File: config.mk
export PLATFORM = sky130hd
export DESIGN_NAME = a64x_regfile
export DESIGN_NICKNAME = d
export VERILOG_FILES = /design/src/rtl/core/arm64_subset_instruction_executor_defines.svh /design/src/rtl/core/a64x_pkg.sv /design/src/rtl/core/a64x_regfile.sv
export SDC_FILE = /design/constraint.sdc
export NUM_CORES = 2
export LEC_CHECK = 0
export ABC_CLOCK_PERIOD_IN_PS = 4230
export BUFFER_PORTS_ARGS = -buffer_cell sky130_fd_sc_hd__buf_2
export CORE_UTILIZATION = 43
export CTS_BUF_LIST = sky130_fd_sc_hd__clkbuf_16
export CTS_CLUSTER_SIZE = 10
export DETAILED_ROUTE_END_ITERATION = 8
export PLACE_DENSITY = 0.6
export REMOVE_ABC_BUFFERS = 1
export SYNTH_ARGS = -nofsm -noshare
export SYNTH_HDL_FRONTEND = slang
export SYNTH_SLANG_ARGS = --single-unit
File: constraint.sdc
create_clock -name clock -period 4.23 [get_ports clock]
set_clock_uncertainty 0.2 [all_clocks]
set_input_delay 0.2115 -clock clock [delete_from_list [all_inputs] [get_ports clock]]
set_output_delay 0.2115 -clock clock [all_outputs]
set_load 0.005 [all_outputs]
File: src/rtl/core/arm64_subset_instruction_executor_defines.svh
// assertion helpers used by the top-level core file
`ifndef ARM64_SUBSET_INSTRUCTION_EXECUTOR_DEFINES_SVH
`define ARM64_SUBSET_INSTRUCTION_EXECUTOR_DEFINES_SVH

// same-cycle implication, sampled on clock, off during reset
`define A64X_ASSERT_IMP(label, ante, cons, msg) \
   label: assert property (@(posedge clock) disable iff (reset) (ante) |-> (cons)) \
      else $error(msg);

// next-cycle implication, sampled on clock, off during reset
`define A64X_ASSERT_NEXT(label, ante, cons, msg) \
   label: assert property (@(posedge clock) disable iff (reset) (ante) |=> (cons)) \
      else $error(msg);

`endif

File: src/rtl/core/a64x_pkg.sv
package a64x_pkg;

   localparam int unsigned XLEN     = 64;
   localparam int unsigned NUM_REGS = 32;
   localparam int unsigned REG_AW   = 5;

   // 11-bit major opcodes, instruction bits 31:21
   localparam logic [10:0] OP11_ADD_REG  = 11'b10001011001;
   localparam logic [10:0] OP11_ADDS_REG = 11'b10101011000;
   localparam logic [10:0] OP11_SUBS_REG = 11'b11101011000;
   localparam logic [10:0] OP11_ANDS_REG = 11'b11101010000;
   localparam logic [10:0] OP11_EOR_REG  = 11'b11001010000;
   localparam logic [10:0] OP11_ORR_REG  = 11'b10101010000;
   localparam logic [10:0] OP11_BR       = 11'b11010110000;
   localparam logic [10:0] OP11_HLT      = 11'b11010100010;
   localparam logic [10:0] OP11_STUR     = 11'b11111000000;
   localparam logic [10:0] OP11_STURB    = 11'b00111000000;
   localparam logic [10:0] OP11_STURH    = 11'b01111000000;

   // 8-bit opcodes, instruction bits 31:24
   localparam logic [7:0] OP8_ADD_IMM  = 8'b10010001;
   localparam logic [7:0] OP8_ADDS_IMM = 8'b10110001;
   localparam logic [7:0] OP8_SUBS_IMM = 8'b11110001;
   localparam logic [7:0] OP8_BCOND    = 8'b01010100;

   // 6-bit opcode, instruction bits 31:26
   localparam logic [5:0] OP6_B = 6'b000101;

   // branch condition codes
   localparam logic [3:0] COND_EQ = 4'h0;
   localparam logic [3:0] COND_NE = 4'h1;
   localparam logic [3:0] COND_GE = 4'hA;
   localparam logic [3:0] COND_LT = 4'hB;
   localparam logic [3:0] COND_GT = 4'hC;
   localparam logic [3:0] COND_LE = 4'hD;

   localparam logic [REG_AW-1:0] ZERO_REG = 5'd31;

   // state changes and result of one executed instruction
   typedef struct packed {
      logic              wr_en;
      logic [REG_AW-1:0] wr_addr;
      logic [XLEN-1:0]   wr_data;
      logic              flag_en;
      logic              flag_n;
      logic              flag_z;
      logic              halted;
      logic              store_en;
      logic [XLEN-1:0]   store_addr;
      logic [31:0]       store_data;
      logic [XLEN-1:0]   next_pc;
   } exec_type;

   // stores read rt on the second port instead of rm
   function automatic logic is_store(input logic [10:0] op11);
      logic hit;
      hit = (op11 == OP11_STUR) || (op11 == OP11_STURB) || (op11 == OP11_STURH);
      return hit;
   endfunction

endpackage

File: src/rtl/core/a64x_regfile.sv
module a64x_regfile (
   input  logic                           clock,
   input  logic                           reset,
   input  logic                           rd_en,
   input  logic [a64x_pkg::REG_AW-1:0]    rd_addr_a,
   input  logic [a64x_pkg::REG_AW-1:0]    rd_addr_b,
   output logic [a64x_pkg::XLEN-1:0]      rd_data_a,
   output logic [a64x_pkg::XLEN-1:0]      rd_data_b,
   input  logic                           wr_en,
   input  logic [a64x_pkg::REG_AW-1:0]    wr_addr,
   input  logic [a64x_pkg::XLEN-1:0]      wr_data
);

   logic [a64x_pkg::XLEN-1:0]     mem_ff [a64x_pkg::NUM_REGS];
   logic [a64x_pkg::NUM_REGS-1:0] valid_ff;
   logic [a64x_pkg::XLEN-1:0]     data_a_ff;
   logic [a64x_pkg::XLEN-1:0]     data_b_ff;

   // entries never written read as zero
   always_ff @(posedge clock) begin
      if (reset) begin
         valid_ff <= '0;
      end else if (wr_en) begin
         valid_ff[wr_addr] <= 1'b1;
      end
   end

   always_ff @(posedge clock) begin
      if (wr_en) begin
         mem_ff[wr_addr] <= wr_data;
      end
   end

   // registered reads, write in the same cycle passes through
   always_ff @(posedge clock) begin
      if (rd_en) begin
         if (wr_en && (wr_addr == rd_addr_a)) begin
            data_a_ff <= wr_data;
         end else begin
            data_a_ff <= valid_ff[rd_addr_a] ? mem_ff[rd_addr_a] : '0;
         end
         if (wr_en && (wr_addr == rd_addr_b)) begin
            data_b_ff <= wr_data;
         end else begin
            data_b_ff <= valid_ff[rd_addr_b] ? mem_ff[rd_addr_b] : '0;
         end
      end
   end

   assign rd_data_a = data_a_ff;
   assign rd_data_b = data_b_ff;

endmodule

==> results.md <==
* Drt drc at 26
* CP max stage delay at around 0.87 ns
* Asr flop ratio synth at 0
* Crit Path Category: in2reg
* Prevailing post-synth register cell: edfxtp_1
* Post-CTS setup buffer count at 0
* Gpl congestion at between 0.8 and 0.9
* Max_cap viols at 0
* Initial antenna violation count at 24
* CP delay by family, top: simple AND/OR/NAND/NOR gates
* Number of flops mapped to enable cells by yosys at approximately 2,200
* Die Wd at 492.3 um
* Cells after Synth at 5,954
* Fmax at around 300 MHz
* Lkg Pwr at around 40 nW
* Final Setup Violations at 0
* Cell Rows at ~180
* P&R area growth vs syn at 12.93%
* WL final at 348,300 um
* WL/cell at between 30 and 40 um
* Post-Layout Cell Count at about 9,500
* Final #Nets at between 6,000 and 7,000
* Iteration-0 DRC count of the detailed router at 8,718
* Syn Area/Cell at around 17 sq um
* Filler Cell Count at 19,629
* DIE AREA at between 200,000 and 250,000 sq um
* Worst Hold End: rd_data_b[26]$_DFFE_PP_
* Design Area, Final at roughly 120,000 sq um
* Vias in the first global route at around 64,000
* Clk root buf: clkbuf_16
* Hold_sp: wr_addr[1]
* GRT Total Usage at 0.2836
* Peak supply drop at just under 0.4 mV
* CP startpoint kind: primary input
* Cell Pwr Density at roughly 420 nW/um^2
* Final setup margin at 0.8563 ns
* Post-DP HPWL at between 150,000 and 200,000 um
* Clk slew on worst S/H paths at approximately 0.06 ns
* Unrepaired setup endpoints after global routing: false
* Core area at about 240,000 sq um
* Yosys cell types at 52
* CTS tree: built
* Total gr overflow at 0
* Worst skew pair latency at 0.93 ns
* Final Max Tran Viols at 0
* R2R depth at 7
* Ratio of cells with drive above 1 in the final layout at 0.2517
* Htree depth at 5
* Critical path cell sequence: dlygate4sd3_1, buf_8, nor2b_1, a22oi_1, nand3_1, nand2_4, buf_12, o311ai_1
* ANT nets after route at 0
* Clock period minus final worst setup slack at roughly 3.4 ns
* Reg-to-reg startpoint: valid_ff[21]$_SDFFE_PP0P_
* # resized after CTS at 0
* Final period util at 0.7976
* Sink Count at about 2,200
* Seq/Total Area, Yosys at 0.6384
* Placed insts at between 9,000 and 10,000
* Final Util at 0.4894
* Design Power at between 40 and 50 mW
* Failing checks: design-rule violations
* Worst-Margin Slew at 1.118 ns
* First-pass GRT wire length at 486,700 um
* Synth warn at 0
* Status: complete, but fails checks
* CP Data Arrival Time at around 3.8 ns
* CP Max Fanout at 35
* FF-to-FF End: rd_data_b[16]$_DFFE_PP_
* Deepest clock path buffer count at 4
* Vias per cell at between 6 and 7
* Dpl cell area at around 110,000 sq um
* Largest net degree at the start of global routing at 122
* Crit end category: register
* Total CTS buffers at 276
* Max-slew headroom at 0.2545
* WHS at approximately 0.092 ns
* Worst reg-to-reg setup slack at about 1.3 ns
* Hold Path Class: in2reg
* Buf/Inv on CP at 3
* Setup WS pre-CTS at 0.7215 ns
* Cell area after synthesis at a little over 100,000 sq um
* Port Buffers at between 200 and 250
* Most common library cell in the layout ignoring fill and taps: edfxtp_1
* Hold_buf cts at between 70 and 80
* Initial Util at 0.4333
* Die height at approximately 490 um
* Pre-antenna DRT Iters at 8
* # IOs at about 210
* Vias at approximately 65,000
* Setup TNS at 0 ns
* Hold path depth at 6
* CP max-delay cell: nor2b_1
* Worst path required time at roughly 4.7 ns
* Final Hold Viols at 0
* Seq cells post-synth at 2,208
* Most frequent cells in the layout: edfxtp_1 (2,176), mux2i_1 (783), mux4_2 (622)
## cells in the mapped netlist (all sizes together), types with 78 or more instances
| master | count | share of area |
|---|---|---|
| edfxtp | 2176 | 0.63 |
| mux2i | 783 | 0.076 |
| mux4 | 622 | 0.14 |
| a221oi | 304 | 0.026 |
| nand2 | 269 | 0.0098 |
| buf | 267 | 0.021 |
| clkbuf | 223 | 0.0081 |
| nor2 | 151 | 0.0055 |
| o21ai | 139 | 0.0067 |
| a21oi | 126 | 0.0061 |
| mux2 | 95 | 0.010 |
| nand2b | 84 | 0.0051 |
| a22o | 78 | 0.0066 |
| nor3 | 78 | 0.0038 |
| o211ai | 78 | 0.0057 |
| o21ba | 78 | 0.0076 |
| o311ai | 78 | 0.0066 |
## how the worst max path moves through the flow
stage / from / endpoint / slack, ns / cells after the start
2_1_floorplan: rd_addr_a[2] / rd_data_a[62]$_DFFE_PP_ / -2.42 / 5
3_3_place_gp: rd_addr_a[2] / rd_data_a[50]$_DFFE_PP_ / 0.72 / 7
3_5_place_dp: rd_addr_b[1] / rd_data_b[11]$_DFFE_PP_ / 0.72 / 7
4_1_cts: rd_addr_a[2] / rd_data_a[50]$_DFFE_PP_ / 1.01 / 8
5_1_grt: rd_addr_b[2] / rd_data_b[23]$_DFFE_PP_ / 0.93 / 8
6_report: rd_addr_a[2] / rd_data_a[50]$_DFFE_PP_ / 0.86 / 8
## power by group
group	switching, mW	internal, mW
clock network	8.60	11.7
registers	0.156	24.4
logic	2.51	1.57
## state kept, by name, summed over array words and instances (netlist names)
register and count:
mem_ff 2048, rd_data_a 64, rd_data_b 64, valid_ff 32
## metal layers
| metal | vias to the layer above | track usage | part of all wire |
|---|---|---|---|
| met5 | - | 0 | 0.00039 |
| met4 | 22 | 0.09447 | 0.034 |
| met3 | 756 | 0.05635 | 0.10 |
| met2 | 3959 | 0.4489 | 0.47 |
| met1 | 34304 | 0.3928 | 0.39 |
| li1 | 25609 | - | - |
## cell type report
type	count	area, sq um	area share
Clock buffer	280	7007	0.06002
Timing Repair Buffer	520	4672	0.04002
Tap cell	3167	3963	0.03395
Clock inverter	64	306.5	0.002626
Multi-Input combinational cell	3229	34670	0.2970
Inverter	27	107.6	0.0009218
Antenna cell	8	20.02	0.0001715
Sequential cell	2208	65980	0.5653
## worst min-delay path: stages
cell and delay, ns:
buf_2 0.14, xor2_1 0.16, nor4_1 0.13, and2_4 0.23, nand2_1 0.08, o21ai_1 0.06
## kinds of logic (layout without fill, tap and decap cells)
| family | Yosys count | in the layout | synth area share |
|---|---|---|---|
| buffers and inverters | 517 | 891 | 0.02971 |
| xor gates and xnor gates | 10 | 10 | 0.0008474 |
| and+or+nand+nor | 650 | 650 | 0.02868 |
| muxes | 1500 | 1500 | 0.2217 |
| DFF | 2208 | 2208 | 0.6384 |
| other | 0 | 8 | 0 |
| AOI/OAI and AO/OA | 1069 | 1069 | 0.08069 |
Power figures use the tool's default switching activity.
